`src/rtl/hsl2rgb_pkg.sv`:
```
// Shared types and constants for the HSL to RGB converter.
// No dependencies; imported by the front, back and top-level modules.
package hsl2rgb_pkg;

    // Input item: hue in 1/16 degree, saturation and lightness in percent
    typedef struct packed {
        logic [12:0] hue_sixteenths;
        logic [6:0]  saturation_pct;
        logic [6:0]  lightness_pct;
    } hsl_t;

    // Result item: 8-bit RGB
    typedef struct packed {
        logic [7:0] red;
        logic [7:0] green;
        logic [7:0] blue;
    } rgb_t;

    // Classification flags carried from front to back
    typedef struct packed {
        logic sat_zero;
        logic light_low;
    } hsl2rgb_flags_t;

    localparam int FLAGS_W = $bits(hsl2rgb_flags_t);

    // Hue turn and percent limits
    localparam logic [12:0] HUE_TURN = 13'd5760;
    localparam logic [6:0]  PCT_FULL = 7'd100;
    localparam logic [6:0]  PCT_HALF = 7'd50;

    // Constant division by reciprocal multiply.
    // 5760 = 45 * 2^7 and 100 = 25 * 2^2, so the power-of-two part is folded
    // into the pre-shift and the odd part goes through the reciprocal.
    localparam int          RECIP_SHIFT   = 32;
    localparam int          HUE_PRE_SHIFT = 7;
    localparam int          HUE_DIV       = 45;
    localparam int          HUE_RECIP_W   = 27;
    localparam logic [26:0] HUE_RECIP     = 27'd95443717;   // floor(2^32 / 45)
    localparam int          PCT_PRE_SHIFT = 2;
    localparam int          PCT_DIV       = 25;
    localparam int          PCT_RECIP_W   = 28;
    localparam logic [27:0] PCT_RECIP     = 28'd171798691;  // floor(2^32 / 25)

endpackage

```
`src/rtl/hsl2rgb_front.sv`:
```
// Front end of the HSL to RGB converter: accepts items, wraps and clamps them,
// and converts them to fixed-point fractions plus classification flags.
// Depends on hsl2rgb_pkg.
module hsl2rgb_front
    import hsl2rgb_pkg::*;
#(
    parameter int FRACTION_BITS = 16
)
(
    input  logic                     clk,
    input  logic                     rst_n,
    input  logic                     hsl_valid,
    output logic                     hsl_ready,
    input  hsl_t                     hsl,
    output logic                     push,
    input  logic                     full,
    output logic [FRACTION_BITS-1:0] h_frac,
    output logic [FRACTION_BITS:0]   s_frac,
    output logic [FRACTION_BITS:0]   l_frac,
    output hsl2rgb_flags_t           flags
);

    localparam int F    = FRACTION_BITS;
    localparam int HX_W = 13 + F - HUE_PRE_SHIFT;
    localparam int PX_W = 7 + F - PCT_PRE_SHIFT;
    localparam int HP_W = HX_W + HUE_RECIP_W;
    localparam int PP_W = PX_W + PCT_RECIP_W;

    // Quotient of a percent value, with the one-step remainder correction
    function automatic logic [F:0] pct_frac(input logic [PP_W-1:0] prod,
                                            input logic [PX_W-1:0] x);
        logic [F:0]      q0;
        logic [PX_W-1:0] rem;
        q0  = prod[RECIP_SHIFT +: F+1];
        rem = x - PX_W'(q0) * PX_W'(PCT_DIV);
        return q0 + (F+1)'(rem >= PX_W'(PCT_DIV));
    endfunction

    logic           enable;
    logic [12:0]    hue_wrap;
    logic [6:0]     sat_clamp;
    logic [6:0]     light_clamp;
    logic [HX_W-1:0] hue_x_next;
    logic [PX_W-1:0] sat_x_next;
    logic [PX_W-1:0] light_x_next;
    logic [HP_W-1:0] hue_prod_next;
    logic [PP_W-1:0] sat_prod_next;
    logic [PP_W-1:0] light_prod_next;
    hsl2rgb_flags_t  a_flags_next;

    logic            a_valid_reg;
    logic [HX_W-1:0] hue_x_reg;
    logic [PX_W-1:0] sat_x_reg;
    logic [PX_W-1:0] light_x_reg;
    logic [HP_W-1:0] hue_prod_reg;
    logic [PP_W-1:0] sat_prod_reg;
    logic [PP_W-1:0] light_prod_reg;
    hsl2rgb_flags_t  a_flags_reg;

    logic [F-1:0]    hue_q0;
    logic [HX_W-1:0] hue_rem;
    logic [F-1:0]    h_next;
    logic [F:0]      s_next;
    logic [F:0]      l_next;

    logic            b_valid_reg;
    logic [F-1:0]    h_reg;
    logic [F:0]      s_reg;
    logic [F:0]      l_reg;
    hsl2rgb_flags_t  b_flags_reg;

    // Advance while the second stage is empty or can move into the queue
    assign enable    = !b_valid_reg || !full;
    assign hsl_ready = enable;
    assign push      = b_valid_reg && !full;

    // Wrap hue by one turn, clamp percentages, start the reciprocal multiplies
    always_comb
    begin
        hue_wrap    = (hsl.hue_sixteenths >= HUE_TURN) ? hsl.hue_sixteenths - HUE_TURN
                                                       : hsl.hue_sixteenths;
        sat_clamp   = (hsl.saturation_pct > PCT_FULL) ? PCT_FULL : hsl.saturation_pct;
        light_clamp = (hsl.lightness_pct > PCT_FULL) ? PCT_FULL : hsl.lightness_pct;

        hue_x_next   = {hue_wrap, {(F-HUE_PRE_SHIFT){1'b0}}};
        sat_x_next   = {sat_clamp, {(F-PCT_PRE_SHIFT){1'b0}}};
        light_x_next = {light_clamp, {(F-PCT_PRE_SHIFT){1'b0}}};

        hue_prod_next   = HP_W'(hue_x_next) * HP_W'(HUE_RECIP);
        sat_prod_next   = PP_W'(sat_x_next) * PP_W'(PCT_RECIP);
        light_prod_next = PP_W'(light_x_next) * PP_W'(PCT_RECIP);

        a_flags_next.sat_zero  = (sat_clamp == '0);
        a_flags_next.light_low = (light_clamp < PCT_HALF);
    end

    // Finish the divisions with a single remainder correction
    always_comb
    begin
        hue_q0  = hue_prod_reg[RECIP_SHIFT +: F];
        hue_rem = hue_x_reg - HX_W'(hue_q0) * HX_W'(HUE_DIV);
        h_next  = hue_q0 + F'(hue_rem >= HX_W'(HUE_DIV));
        s_next  = pct_frac(sat_prod_reg, sat_x_reg);
        l_next  = pct_frac(light_prod_reg, light_x_reg);
    end

    // Stage valid bits
    always_ff @(posedge clk or negedge rst_n)
    begin
        if (!rst_n)
        begin
            a_valid_reg <= 1'b0;
            b_valid_reg <= 1'b0;
        end
        else if (enable)
        begin
            a_valid_reg <= hsl_valid;
            b_valid_reg <= a_valid_reg;
        end
    end

    // Stage payload
    always_ff @(posedge clk)
    begin
        if (enable)
        begin
            hue_x_reg      <= hue_x_next;
            sat_x_reg      <= sat_x_next;
            light_x_reg    <= light_x_next;
            hue_prod_reg   <= hue_prod_next;
            sat_prod_reg   <= sat_prod_next;
            light_prod_reg <= light_prod_next;
            a_flags_reg    <= a_flags_next;
            h_reg          <= h_next;
            s_reg          <= s_next;
            l_reg          <= l_next;
            b_flags_reg    <= a_flags_reg;
        end
    end

    assign h_frac = h_reg;
    assign s_frac = s_reg;
    assign l_frac = l_reg;
    assign flags  = b_flags_reg;

endmodule

```
`src/rtl/hsl2rgb_queue.sv`:
```
// Small flop-based FIFO between the front and back of the converter.
// No dependencies.
module hsl2rgb_queue
#(
    parameter int WIDTH = 8,
    parameter int DEPTH = 4
)
(
    input  logic             clk,
    input  logic             rst_n,
    input  logic             push,
    input  logic [WIDTH-1:0] wr_data,
    output logic             full,
    input  logic             pop,
    output logic [WIDTH-1:0] rd_data,
    output logic             empty
);

    localparam int PTR_W = $clog2(DEPTH);
    localparam int CNT_W = $clog2(DEPTH + 1);

    logic [WIDTH-1:0] mem_reg [DEPTH];
    logic [PTR_W-1:0] wr_ptr_reg;
    logic [PTR_W-1:0] wr_ptr_next;
    logic [PTR_W-1:0] rd_ptr_reg;
    logic [PTR_W-1:0] rd_ptr_next;
    logic [CNT_W-1:0] count_reg;
    logic [CNT_W-1:0] count_next;

    assign full    = (count_reg == CNT_W'(DEPTH));
    assign empty   = (count_reg == '0);
    assign rd_data = mem_reg[rd_ptr_reg];

    // Advance pointers with wrap at the depth, track fill level
    always_comb
    begin
        wr_ptr_next = wr_ptr_reg;
        rd_ptr_next = rd_ptr_reg;
        count_next  = count_reg;
        if (push)
        begin
            wr_ptr_next = (wr_ptr_reg == PTR_W'(DEPTH - 1)) ? '0 : wr_ptr_reg + 1'b1;
        end
        if (pop)
        begin
            rd_ptr_next = (rd_ptr_reg == PTR_W'(DEPTH - 1)) ? '0 : rd_ptr_reg + 1'b1;
        end
        if (push && !pop)
        begin
            count_next = count_reg + 1'b1;
        end
        else if (pop && !push)
        begin
            count_next = count_reg - 1'b1;
        end
    end

    always_ff @(posedge clk or negedge rst_n)
    begin
        if (!rst_n)
        begin
            wr_ptr_reg <= '0;
            rd_ptr_reg <= '0;
            count_reg  <= '0;
        end
        else
        begin
            wr_ptr_reg <= wr_ptr_next;
            rd_ptr_reg <= rd_ptr_next;
            count_reg  <= count_next;
        end
    end

    // Store the entry on each push transfer
    always_ff @(posedge clk)
    begin
        if (push)
        begin
            mem_reg[wr_ptr_reg] <= wr_data;
        end
    end

endmodule

```
`src/rtl/hsl2rgb_back.sv`:
```
// Back end of the HSL to RGB converter: forms q and p, evaluates the hue ramp
// for three channels and scales to bytes, with a registered output.
// Depends on hsl2rgb_pkg.
module hsl2rgb_back
    import hsl2rgb_pkg::*;
#(
    parameter int FRACTION_BITS = 16
)
(
    input  logic                     clk,
    input  logic                     rst_n,
    input  logic                     empty,
    output logic                     pop,
    input  logic [FRACTION_BITS-1:0] h_frac,
    input  logic [FRACTION_BITS:0]   s_frac,
    input  logic [FRACTION_BITS:0]   l_frac,
    input  hsl2rgb_flags_t           flags,
    output logic                     rgb_valid,
    input  logic                     rgb_ready,
    output rgb_t                     rgb
);

    localparam int F       = FRACTION_BITS;
    localparam int ONE_INT = 2 ** F;
    localparam logic [F:0]   ONE        = (F+1)'(ONE_INT);
    localparam logic [F-1:0] THIRD      = F'(ONE_INT / 3);
    localparam logic [F-1:0] SIXTH      = F'(ONE_INT / 6);
    localparam logic [F-1:0] HALF       = F'(ONE_INT / 2);
    localparam logic [F-1:0] TWO_THIRDS = F'((2 * ONE_INT) / 3);

    // Ramp segment codes
    localparam logic [1:0] SEG_RISE = 2'd0;
    localparam logic [1:0] SEG_HIGH = 2'd1;
    localparam logic [1:0] SEG_FALL = 2'd2;
    localparam logic [1:0] SEG_LOW  = 2'd3;

    // Pick the ramp segment for t and the slope multiplier operand
    function automatic logic [F+2:0] ramp_setup(input logic [F-1:0] t);
        logic [F+2:0] six_t;
        logic [F-1:0] fall_gap;
        logic [F+2:0] six_d;
        logic [1:0]   seg;
        logic [F:0]   m;
        six_t    = (F+3)'({t, 2'b00}) + (F+3)'({t, 1'b0});
        fall_gap = TWO_THIRDS - t;
        six_d    = (F+3)'({fall_gap, 2'b00}) + (F+3)'({fall_gap, 1'b0});
        seg      = SEG_LOW;
        m        = '0;
        priority if (t < SIXTH)
        begin
            seg = SEG_RISE;
            m   = six_t[F:0];
        end
        else if (t < HALF)
        begin
            seg = SEG_HIGH;
        end
        else if (t < TWO_THIRDS)
        begin
            seg = SEG_FALL;
            m   = six_d[F:0];
        end
        else
        begin
            seg = SEG_LOW;
        end
        return {seg, m};
    endfunction

    logic enable;

    // Stage 1: hue offsets and l*s product
    logic             v1_reg;
    logic [F-1:0]     t1_next [3];
    logic [F-1:0]     t1_reg  [3];
    logic [F:0]       s1_reg;
    logic [F:0]       l1_reg;
    logic [2*F+1:0]   ls_prod_next;
    logic [2*F+1:0]   ls_prod_reg;
    hsl2rgb_flags_t   flags1_reg;

    // Stage 2: q
    logic             v2_reg;
    logic [F:0]       ls;
    logic [F+1:0]     q_sum;
    logic [F:0]       q2_next;
    logic [F:0]       q2_reg;
    logic [F-1:0]     t2_reg [3];
    logic [F:0]       l2_reg;
    hsl2rgb_flags_t   flags2_reg;

    // Stage 3: p, d and ramp setup per channel
    logic             v3_reg;
    logic [F+1:0]     two_l;
    logic [F+1:0]     q_ext;
    logic [F+1:0]     p_diff;
    logic [F+1:0]     d_diff;
    logic [F:0]       p3_next;
    logic [F:0]       d3_next;
    logic [F+2:0]     setup3 [3];
    logic [F:0]       p3_reg;
    logic [F:0]       q3_reg;
    logic [F:0]       d3_reg;
    logic [F:0]       l3_reg;
    logic [1:0]       seg3_reg [3];
    logic [F:0]       m3_reg [3];
    hsl2rgb_flags_t   flags3_reg;

    // Stage 4: slope products
    logic             v4_reg;
    logic [2*F+1:0]   prod4_next [3];
    logic [2*F+1:0]   prod4_reg  [3];
    logic [1:0]       seg4_reg [3];
    logic [F:0]       p4_reg;
    logic [F:0]       q4_reg;
    logic [F:0]       l4_reg;
    hsl2rgb_flags_t   flags4_reg;

    // Stage 5: channel fractions
    logic             v5_reg;
    logic [F+1:0]     ramp_sum [3];
    logic [F:0]       chan5_next [3];
    logic [F:0]       chan5_reg  [3];

    // Output register
    logic [F+8:0]     scaled [3];
    logic [7:0]       byte_next [3];
    logic             out_valid_reg;
    rgb_t             rgb_reg;

    // Move the whole pipeline while the output register is free or taken
    assign enable    = !out_valid_reg || rgb_ready;
    assign pop       = enable && !empty;
    assign rgb_valid = out_valid_reg;
    assign rgb       = rgb_reg;

    // Stage 1: red at hue + 1/3, green at hue, blue at hue - 1/3, all mod one turn
    always_comb
    begin
        t1_next[0]   = h_frac + THIRD;
        t1_next[1]   = h_frac;
        t1_next[2]   = h_frac - THIRD;
        ls_prod_next = (2*F+2)'(l_frac) * (2*F+2)'(s_frac);
    end

    // Stage 2: q from l, s and l*s, saturated to one
    always_comb
    begin
        ls = ls_prod_reg[F +: F+1];
        if (flags1_reg.light_low)
        begin
            q_sum = (F+2)'(l1_reg) + (F+2)'(ls);
        end
        else
        begin
            q_sum = (F+2)'(l1_reg) + (F+2)'(s1_reg) - (F+2)'(ls);
        end
        q2_next = (q_sum > (F+2)'(ONE)) ? ONE : q_sum[F:0];
    end

    // Stage 3: p = 2l - q floored at zero and capped at q; d = q - p
    always_comb
    begin
        two_l  = {l2_reg, 1'b0};
        q_ext  = (F+2)'(q2_reg);
        p_diff = two_l - q_ext;
        d_diff = {q2_reg, 1'b0} - two_l;
        priority if (two_l < q_ext)
        begin
            p3_next = '0;
            d3_next = q2_reg;
        end
        else if (l2_reg > q2_reg)
        begin
            p3_next = q2_reg;
            d3_next = '0;
        end
        else
        begin
            p3_next = p_diff[F:0];
            d3_next = d_diff[F:0];
        end
        for (int c = 0; c < 3; c++)
        begin
            setup3[c] = ramp_setup(t2_reg[c]);
        end
    end

    // Stage 4: one multiplier per channel
    always_comb
    begin
        for (int c = 0; c < 3; c++)
        begin
            prod4_next[c] = (2*F+2)'(d3_reg) * (2*F+2)'(m3_reg[c]);
        end
    end

    // Stage 5: select the ramp value; zero saturation gives plain lightness
    always_comb
    begin
        for (int c = 0; c < 3; c++)
        begin
            ramp_sum[c] = (F+2)'(p4_reg) + prod4_reg[c][F +: F+2];
            unique case (seg4_reg[c])
                SEG_RISE: chan5_next[c] = ramp_sum[c][F:0];
                SEG_FALL: chan5_next[c] = ramp_sum[c][F:0];
                SEG_HIGH: chan5_next[c] = q4_reg;
                SEG_LOW:  chan5_next[c] = p4_reg;
                default:  chan5_next[c] = p4_reg;
            endcase
            if (flags4_reg.sat_zero)
            begin
                chan5_next[c] = l4_reg;
            end
        end
    end

    // Output: floor(v * 255 / one), clamped to a byte
    always_comb
    begin
        for (int c = 0; c < 3; c++)
        begin
            scaled[c]    = {chan5_reg[c], 8'b0} - (F+9)'(chan5_reg[c]);
            byte_next[c] = (scaled[c][F +: 9] > 9'd255) ? 8'd255 : scaled[c][F +: 8];
        end
    end

    // Valid chain
    always_ff @(posedge clk or negedge rst_n)
    begin
        if (!rst_n)
        begin
            v1_reg        <= 1'b0;
            v2_reg        <= 1'b0;
            v3_reg        <= 1'b0;
            v4_reg        <= 1'b0;
            v5_reg        <= 1'b0;
            out_valid_reg <= 1'b0;
        end
        else if (enable)
        begin
            v1_reg        <= !empty;
            v2_reg        <= v1_reg;
            v3_reg        <= v2_reg;
            v4_reg        <= v3_reg;
            v5_reg        <= v4_reg;
            out_valid_reg <= v5_reg;
        end
    end

    // Pipeline payload
    always_ff @(posedge clk)
    begin
        if (enable)
        begin
            s1_reg      <= s_frac;
            l1_reg      <= l_frac;
            ls_prod_reg <= ls_prod_next;
            flags1_reg  <= flags;

            q2_reg      <= q2_next;
            l2_reg      <= l1_reg;
            flags2_reg  <= flags1_reg;

            p3_reg      <= p3_next;
            q3_reg      <= q2_reg;
            d3_reg      <= d3_next;
            l3_reg      <= l2_reg;
            flags3_reg  <= flags2_reg;

            p4_reg      <= p3_reg;
            q4_reg      <= q3_reg;
            l4_reg      <= l3_reg;
            flags4_reg  <= flags3_reg;

            for (int c = 0; c < 3; c++)
            begin
                t1_reg[c]    <= t1_next[c];
                t2_reg[c]    <= t1_reg[c];
                seg3_reg[c]  <= setup3[c][F+2:F+1];
                m3_reg[c]    <= setup3[c][F:0];
                prod4_reg[c] <= prod4_next[c];
                seg4_reg[c]  <= seg3_reg[c];
                chan5_reg[c] <= chan5_next[c];
            end

            rgb_reg.red   <= byte_next[0];
            rgb_reg.green <= byte_next[1];
            rgb_reg.blue  <= byte_next[2];
        end
    end

endmodule

```
`src/rtl/hsl_to_rgb_converter_top.sv`:
```
// HSL to RGB converter, top level. Takes one HSL color per transfer and
// returns one 8-bit RGB color per transfer. Sustained rate is one color per
// clock while the receiver takes results; an item passes 2 front stages, the
// queue and 5 back stages, then the output register. The front converts to
// FRACTION_BITS fixed point and fills a QUEUE_DEPTH-entry queue; the back
// pipeline stalls only when a result sits unclaimed, and the front keeps
// accepting until the queue is full and its last stage holds an item.
// Depends on hsl2rgb_pkg, hsl2rgb_front, hsl2rgb_queue and hsl2rgb_back.
module hsl_to_rgb_converter_top
    import hsl2rgb_pkg::*;
#(
    parameter int FRACTION_BITS = 16,
    parameter int QUEUE_DEPTH   = 4
)
(
    input  logic clk,
    input  logic rst_n,
    input  logic hsl_valid,
    output logic hsl_ready,
    input  hsl_t hsl,
    output logic rgb_valid,
    input  logic rgb_ready,
    output rgb_t rgb
);

    localparam int F       = FRACTION_BITS;
    localparam int QUEUE_W = FLAGS_W + F + 2 * (F + 1);

    logic               push;
    logic               full;
    logic               pop;
    logic               empty;
    logic [F-1:0]       front_h;
    logic [F:0]         front_s;
    logic [F:0]         front_l;
    hsl2rgb_flags_t     front_flags;
    logic [QUEUE_W-1:0] wr_data;
    logic [QUEUE_W-1:0] rd_data;
    logic [F-1:0]       back_h;
    logic [F:0]         back_s;
    logic [F:0]         back_l;
    hsl2rgb_flags_t     back_flags;

    hsl2rgb_front #(
        .FRACTION_BITS (FRACTION_BITS)
    ) u_front (
        .clk       (clk),
        .rst_n     (rst_n),
        .hsl_valid (hsl_valid),
        .hsl_ready (hsl_ready),
        .hsl       (hsl),
        .push      (push),
        .full      (full),
        .h_frac    (front_h),
        .s_frac    (front_s),
        .l_frac    (front_l),
        .flags     (front_flags)
    );

    // Pack and unpack queue entries
    assign wr_data    = {front_flags, front_h, front_s, front_l};
    assign back_flags = hsl2rgb_flags_t'(rd_data[QUEUE_W-1 -: FLAGS_W]);
    assign back_h     = rd_data[2*(F+1) +: F];
    assign back_s     = rd_data[F+1 +: F+1];
    assign back_l     = rd_data[0 +: F+1];

    hsl2rgb_queue #(
        .WIDTH (QUEUE_W),
        .DEPTH (QUEUE_DEPTH)
    ) u_queue (
        .clk     (clk),
        .rst_n   (rst_n),
        .push    (push),
        .wr_data (wr_data),
        .full    (full),
        .pop     (pop),
        .rd_data (rd_data),
        .empty   (empty)
    );

    hsl2rgb_back #(
        .FRACTION_BITS (FRACTION_BITS)
    ) u_back (
        .clk       (clk),
        .rst_n     (rst_n),
        .empty     (empty),
        .pop       (pop),
        .h_frac    (back_h),
        .s_frac    (back_s),
        .l_frac    (back_l),
        .flags     (back_flags),
        .rgb_valid (rgb_valid),
        .rgb_ready (rgb_ready),
        .rgb       (rgb)
    );

endmodule

```
`config.mk`:
```
export PLATFORM = sky130hd
export DESIGN_NAME = hsl_to_rgb_converter_top
export DESIGN_NICKNAME = d
export VERILOG_FILES = /design/src/rtl/hsl2rgb_pkg.sv /design/src/rtl/hsl2rgb_front.sv /design/src/rtl/hsl2rgb_queue.sv /design/src/rtl/hsl2rgb_back.sv /design/src/rtl/hsl_to_rgb_converter_top.sv
export SDC_FILE = /design/constraint.sdc
export NUM_CORES = 2
export LEC_CHECK = 0
export BUFFER_PORTS_ARGS = -buffer_cell sky130_fd_sc_hd__buf_2
export CORE_MARGIN = 2
export CORE_UTILIZATION = 50
export CTS_BUF_LIST = sky130_fd_sc_hd__clkbuf_16
export CTS_CLUSTER_DIAMETER = 40
export DETAILED_ROUTE_END_ITERATION = 16
export PLACE_DENSITY = 0.74
export SYNTH_ARGS = -nofsm -noshare
export SYNTH_HDL_FRONTEND = slang
export SYNTH_SLANG_ARGS = --single-unit
```
`constraint.sdc`:
```
create_clock -name clk -period 21.3 [get_ports clk]
set_input_delay 2.13 -clock clk [delete_from_list [all_inputs] [get_ports clk]]
set_output_delay 2.13 -clock clk [all_outputs]
set_load 0.01 [all_outputs]
```
Word level (Yosys, flattened, before mapping)
Memories as Yosys holds them, arrays and structs flattened.
Cells that the tools add are included.

word-level totals
  register bits = 454
  word-level logic and storage cells = 189
  RAM bits = 520
  memories kept = 8
  output and inout bits = 26

operators by class
  add/sub/neg operators = 33
  reductions and logical operators = 21
  $mul = 10
  magnitude comparators = 22
  eq/ne operators = 12
  mux-type cells = 39

memories
  memory            words  bits a word  read ports  clocked after Yosys merged registers in  write ports  line                 source
  u_queue.mem_reg   4      52           1           0                                        1            hsl2rgb_queue.sv:22  logic [WIDTH-1:0] mem_reg [DEPTH];
  u_back.prod4_reg  3      34           3           0                                        3            hsl2rgb_back.sv:112  logic [2*F+1:0] prod4_reg [3];
  u_back.chan5_reg  3      17           3           0                                        3            hsl2rgb_back.sv:123  logic [F:0] chan5_reg [3];
  u_back.m3_reg     3      17           3           0                                        3            hsl2rgb_back.sv:106  logic [F:0] m3_reg [3];
  u_back.t1_reg     3      16           3           0                                        3            hsl2rgb_back.sv:75   logic [F-1:0] t1_reg [3];
  u_back.t2_reg     3      16           3           0                                        3            hsl2rgb_back.sv:88   logic [F-1:0] t2_reg [3];
  +2 memories       n/a    n/a          n/a         n/a                                      n/a          n/a

operators by type and width
  kind                                                           number
  2-to-1 mux 17 bit                                              15
  adder 17 bit                                                   9
  one-hot mux 17 bit (3 select lines)                            3
  multiplier 17 x 17 -> 34 bit                                   3
  less-than comparator 16 bit (second input constant)            6
  subtractor 25 x 17 -> 25 bit                                   3
  multiplier 7 x 28 -> 35 bit (second input constant)            2
  less-than comparator 16 x 14 -> 1 bit (second input constant)  3
  subtractor 16 bit (first input constant)                       3
  >= comparator 21 x 5 -> 1 bit (second input constant)          2
  multiplier 17 x 5 -> 21 bit (second input constant)            2
  subtractor 21 bit                                              2
  multiplier 13 x 27 -> 39 bit (second input constant)           1
  adder 17 x 17 -> 18 bit                                        2
  adder 17 x 1 -> 17 bit                                         2
  subtractor 17 bit                                              2
  multiplier 17 x 17 -> 33 bit                                   1
  > comparator 9 x 8 -> 1 bit (second input constant)            3
  >= comparator 22 x 6 -> 1 bit (second input constant)          1
  multiplier 16 x 6 -> 22 bit (second input constant)            1
  subtractor 22 bit                                              1
  > comparator 18 x 17 -> 1 bit (second input constant)          1
  less-than comparator 18 x 17 -> 1 bit                          1
  2-to-1 mux 18 bit                                              1
  28 further kinds                                               67

Longest topological paths before layout
  word-level depth = 7
  mapped depth = 32

Cells and area by module
From an unflattened synthesis, not the netlist that was laid out.

second synthesis, totals
  cells, all modules = 8892
  area total of the unflattened synthesis = 92421.1 sq um

by module, submodules not included
  module         sequential area each (sq um)  area each (sq um)  cells an instance  instances
  hsl2rgb_back   14834.2                       64822.2            6635               1
  hsl2rgb_front  3983.8                        19613.8            1948               1
  hsl2rgb_queue  6421.2                        7985.2             309                1

Worst setup path after synthesis
Ideal clock, no wire load.

  path type = input to register
  start point = input port rgb_ready
  end point = register u_queue.count_reg[1]
  required time = 21.175 ns
  slack = 3.256 ns
  arrival time = 17.920 ns
  stages = 8
  path through = nand2b_1 clkbuf_1 o31a_1 inv_1 ha_1 inv_1 fa_1 mux2_2

between the ends
  longest elaborated chain between the ends = 5

ends and longest elaborated chain
  element                    line                            source
  start, declared            hsl_to_rgb_converter_top.sv:22  input logic rgb_ready,
  logical OR 1 bit           hsl2rgb_back.sv:132             assign enable = !out_valid_reg || rgb_ready;
  via u_back.enable          hsl2rgb_back.sv:70              logic enable;
  logical AND 1 bit          hsl2rgb_back.sv:133             assign pop = enable && !empty;
  zero test 1 bit            hsl2rgb_queue.sv:48             if (push && !pop)
  logical AND 1 bit          hsl2rgb_queue.sv:48
  2-to-1 mux 3 bit           hsl2rgb_queue.sv:48
  via u_queue.count_next[1]  hsl2rgb_queue.sv:28             logic [CNT_W-1:0] count_next;
  end signal, assigned       hsl2rgb_queue.sv:70             count_reg <= count_next;
  end, declared              hsl2rgb_queue.sv:27             logic [CNT_W-1:0] count_reg;

The timed path passes the listed nets, and every way through them passes these cells.
A chain may end at the register's enable or synchronous reset.

Worst setup path after layout
  start point = register u_queue.rd_ptr_reg[0]
  end point = register u_back.ls_prod_reg[32], data pin

between the ends
  longest elaborated chain between the ends = 2

ends and longest elaborated chain
  element                       line                            source
  start, declared               hsl2rgb_queue.sv:25             logic [PTR_W-1:0] rd_ptr_reg;
  start signal, assigned        hsl2rgb_queue.sv:69             rd_ptr_reg <= rd_ptr_next;
  memory (4 x 52 bit)           n/a
  via rd_data[8]                hsl_to_rgb_converter_top.sv:38  logic [QUEUE_W-1:0] rd_data;
  multiplier 17 x 17 -> 33 bit  hsl2rgb_back.sv:143             ls_prod_next = (2*F+2)'(l_frac) * (2*F+2)'(s_frac);
  via u_back.ls_prod_next[32]   hsl2rgb_back.sv:78              logic [2*F+1:0] ls_prod_next;
  end signal, assigned          hsl2rgb_back.sv:258             ls_prod_reg <= ls_prod_next;
  end, declared                 hsl2rgb_back.sv:79              logic [2*F+1:0] ls_prod_reg;

The timed path passes the listed nets, and every way through them passes these cells.

==> reports/metrics.yaml <==
nNetsFinal: 11400
end_kind: "flip-flop"
synth_top_area_share: 0.2671
cap_violations: 0
ys_top_cells_by_area: "edfxtp_1 (27%), fa_1 (23%), ha_1 (16%)"
slew_headroom: 0.2225
synthToLayoutAreaGrowth_pct: 7.771
cpPeakStageDelay_ns: 0.84
required_ns: 21.81
ys_ff_latch: 843
synth_edf_count: 828
cp.depth: 25
path_buf_inv: 5
synth.most_common_cell: "inv_1"
fin_worst_skew_ns: 0.03699
cts_hold_repair.buffers: 0
min_path_type: "reg2reg"
period_minus_slack_ns: 9.142
regToRegEndpoint: "u_back.ls_prod_reg[32]"
critical_path.top_delay_family: "adder cells"
synth_nets: 11430
fmax_mhz: 109.4
clock_latency_ns: 0.78
crit_arrival_ns: 9.65
synth_cells: 9136
crit_start: "u_queue.rd_ptr_reg[0]"
syn_area_um2: 93090
drc: 0
r2r_slack_ns: 12.16
cp-start-kind: "flip-flop"
wl_per_cell_um: 18.45
slew_viol_final: 0
die_h_um: 435.5
start_util: 0.5026
gp_congestion: 0.9329
antenna_found_initial: 0
track_usage: 0.2306
status: "completed"
coreArea_um2: 185200
pin_count: 57
drtPass1Iterations: 6
cts_max_path_buffers: 3
grt_pass1_wl_um: 351100
r2r_cells: 25
ys_seq_area_frac: 0.2711
yosys_warnings: 0
cts_buffers: 132
port_buffers: 56
largest_register_ff_count: 208
tightest_slew_ns: 1.151
fin_util: 0.5416
antennaDiodeCount: 0
cts.sinks: 843
critical_path_class: "reg2reg"
crit_path_top_delay_cell: "dfrtp_4"
path_clk_slew_ns: 0.06
cpMostUsedCell: "fa_1"
synthFlopType: "edfxtp_1"
cts_root_buf: "clkbuf_16"
synth_common_cells: "inv_1 (1826), ha_1 (1189), fa_1 (1069)"
grt_pass1_vias: 67080
ys_types: 98
drive_gt1_frac: 0.05012
dpl.hpwl_um: 166600
tns_ns: 0
final_hold_viol_count: 0
path_max_fanout: 37
htreeDepth: 4
row_count: 158
rsz0062_at_grt: "false"
die_area_um2: 189700
async_flop_share: 0.01779
vias: 63560
synth_area_leader_cell: "edfxtp_1"
grt_max_degree: 89
via_per_inst: 5.434
min_period_over_period: 0.4292
cts_setup_buffers: 0
ant_nets: 0
synth_area_per_cell_um2: 10.19
dieWidth_um: 435.5
wirelength_um: 215800
cts_tree: "done"
setup_viol: 0
grt_remaining_overflow: 0
drtIter0Drc: 3644
cts_resized: 0
crit_path_end: "u_back.ls_prod_reg[32]"
reg2reg_from: "u_queue.rd_ptr_reg[0]"
==> through the flow <==
stage / hold WS, ns / std cells / worst slack (ns) / instance area, um2
after floorplan: 0.4003 / 9136 / 3.256 / 93090
after global placement: 0.4009 / 11450 / 12.26 / 95840
after detailed placement: 0.4045 / 11450 / 12.05 / 95840
after CTS: 0.4147 / 11700 / 12.13 / 100300
after global routing: 0.4243 / 11700 / 11.64 / 100300
final: 0.4128 / 11700 / 12.16 / 100300
==> cell usage in the layout, fill, tap and decap left out, types with 61 or more instances in the layout <==
cell	netlist	layout
inv_1	1826	1837
nor2_1	369	369
nor3_1	94	94
clkbuf_16	0	134
mux2i_1	65	65
nand2_1	891	891
a21o_1	108	108
a21oi_1	347	347
edfxtp_1	828	828
fa_1	1069	1069
nand3_1	113	112
o21ai_0	223	223
o21a_1	71	71
and2_1	445	441
xnor2_1	317	317
nor2b_1	61	61
nand2b_1	64	63
xor2_1	114	114
ha_1	1189	1189
==> area by class of cell <==
type / count / area, um2
Fill cell: 15780 / 84910
Multi-Input combinational cell: 6196 / 59990
Sequential cell: 843 / 25240
Inverter: 1832 / 6877
Clock buffer: 134 / 3353
Tap cell: 2480 / 3103
Clock inverter: 110 / 1136
Timing Repair Buffer: 102 / 625.6
==> kinds of logic (layout without fill, tap and decap cells) <==
family | after synthesis | in the layout | synth area share
adders and majority gates | 2258 | 2258 | 0.3897
and+or+nand+nor | 2224 | 2224 | 0.1139
buffers and inverters | 2097 | 2178 | 0.08492
AOI/OAI and AO/OA | 1145 | 1145 | 0.07972
DFF | 843 | 843 | 0.2711
xor gates and xnor gates | 431 | 431 | 0.04055
muxes | 138 | 138 | 0.02005
==> how the worst min path moves through the flow <==
| stage | endpoint | cells past startpoint | slack, ns | from |
|---|---|---|---|---|
| 6_report | u_back.p4_reg[2] | 0 | 0.41 | u_back.p3_reg[2] |
| 5_1_grt | u_back.t2_reg[0][20] | 0 | 0.42 | u_back.t1_reg[0][20] |
| 4_1_cts | u_back.t2_reg[0][27] | 0 | 0.41 | u_back.t1_reg[0][27] |
| 3_5_place_dp | u_back.l4_reg[8] | 0 | 0.40 | u_back.l3_reg[8] |
| 3_3_place_gp | u_back.t2_reg[0][35] | 0 | 0.40 | u_back.t1_reg[0][35] |
| 2_1_floorplan | u_back.flags2_reg[1] | 0 | 0.40 | u_back.flags1_reg[1] |
==> metal layers <==
layer / share of wire / track usage
met4: 0.031 / 0.07572
met1: 0.41 / 0.2947
met5: 0 / 0
met2: 0.50 / 0.4008
met3: 0.059 / 0.03361
Power is not shown: default switching activity piles up to over one toggle a cycle in this logic, so the estimate is an artifact.
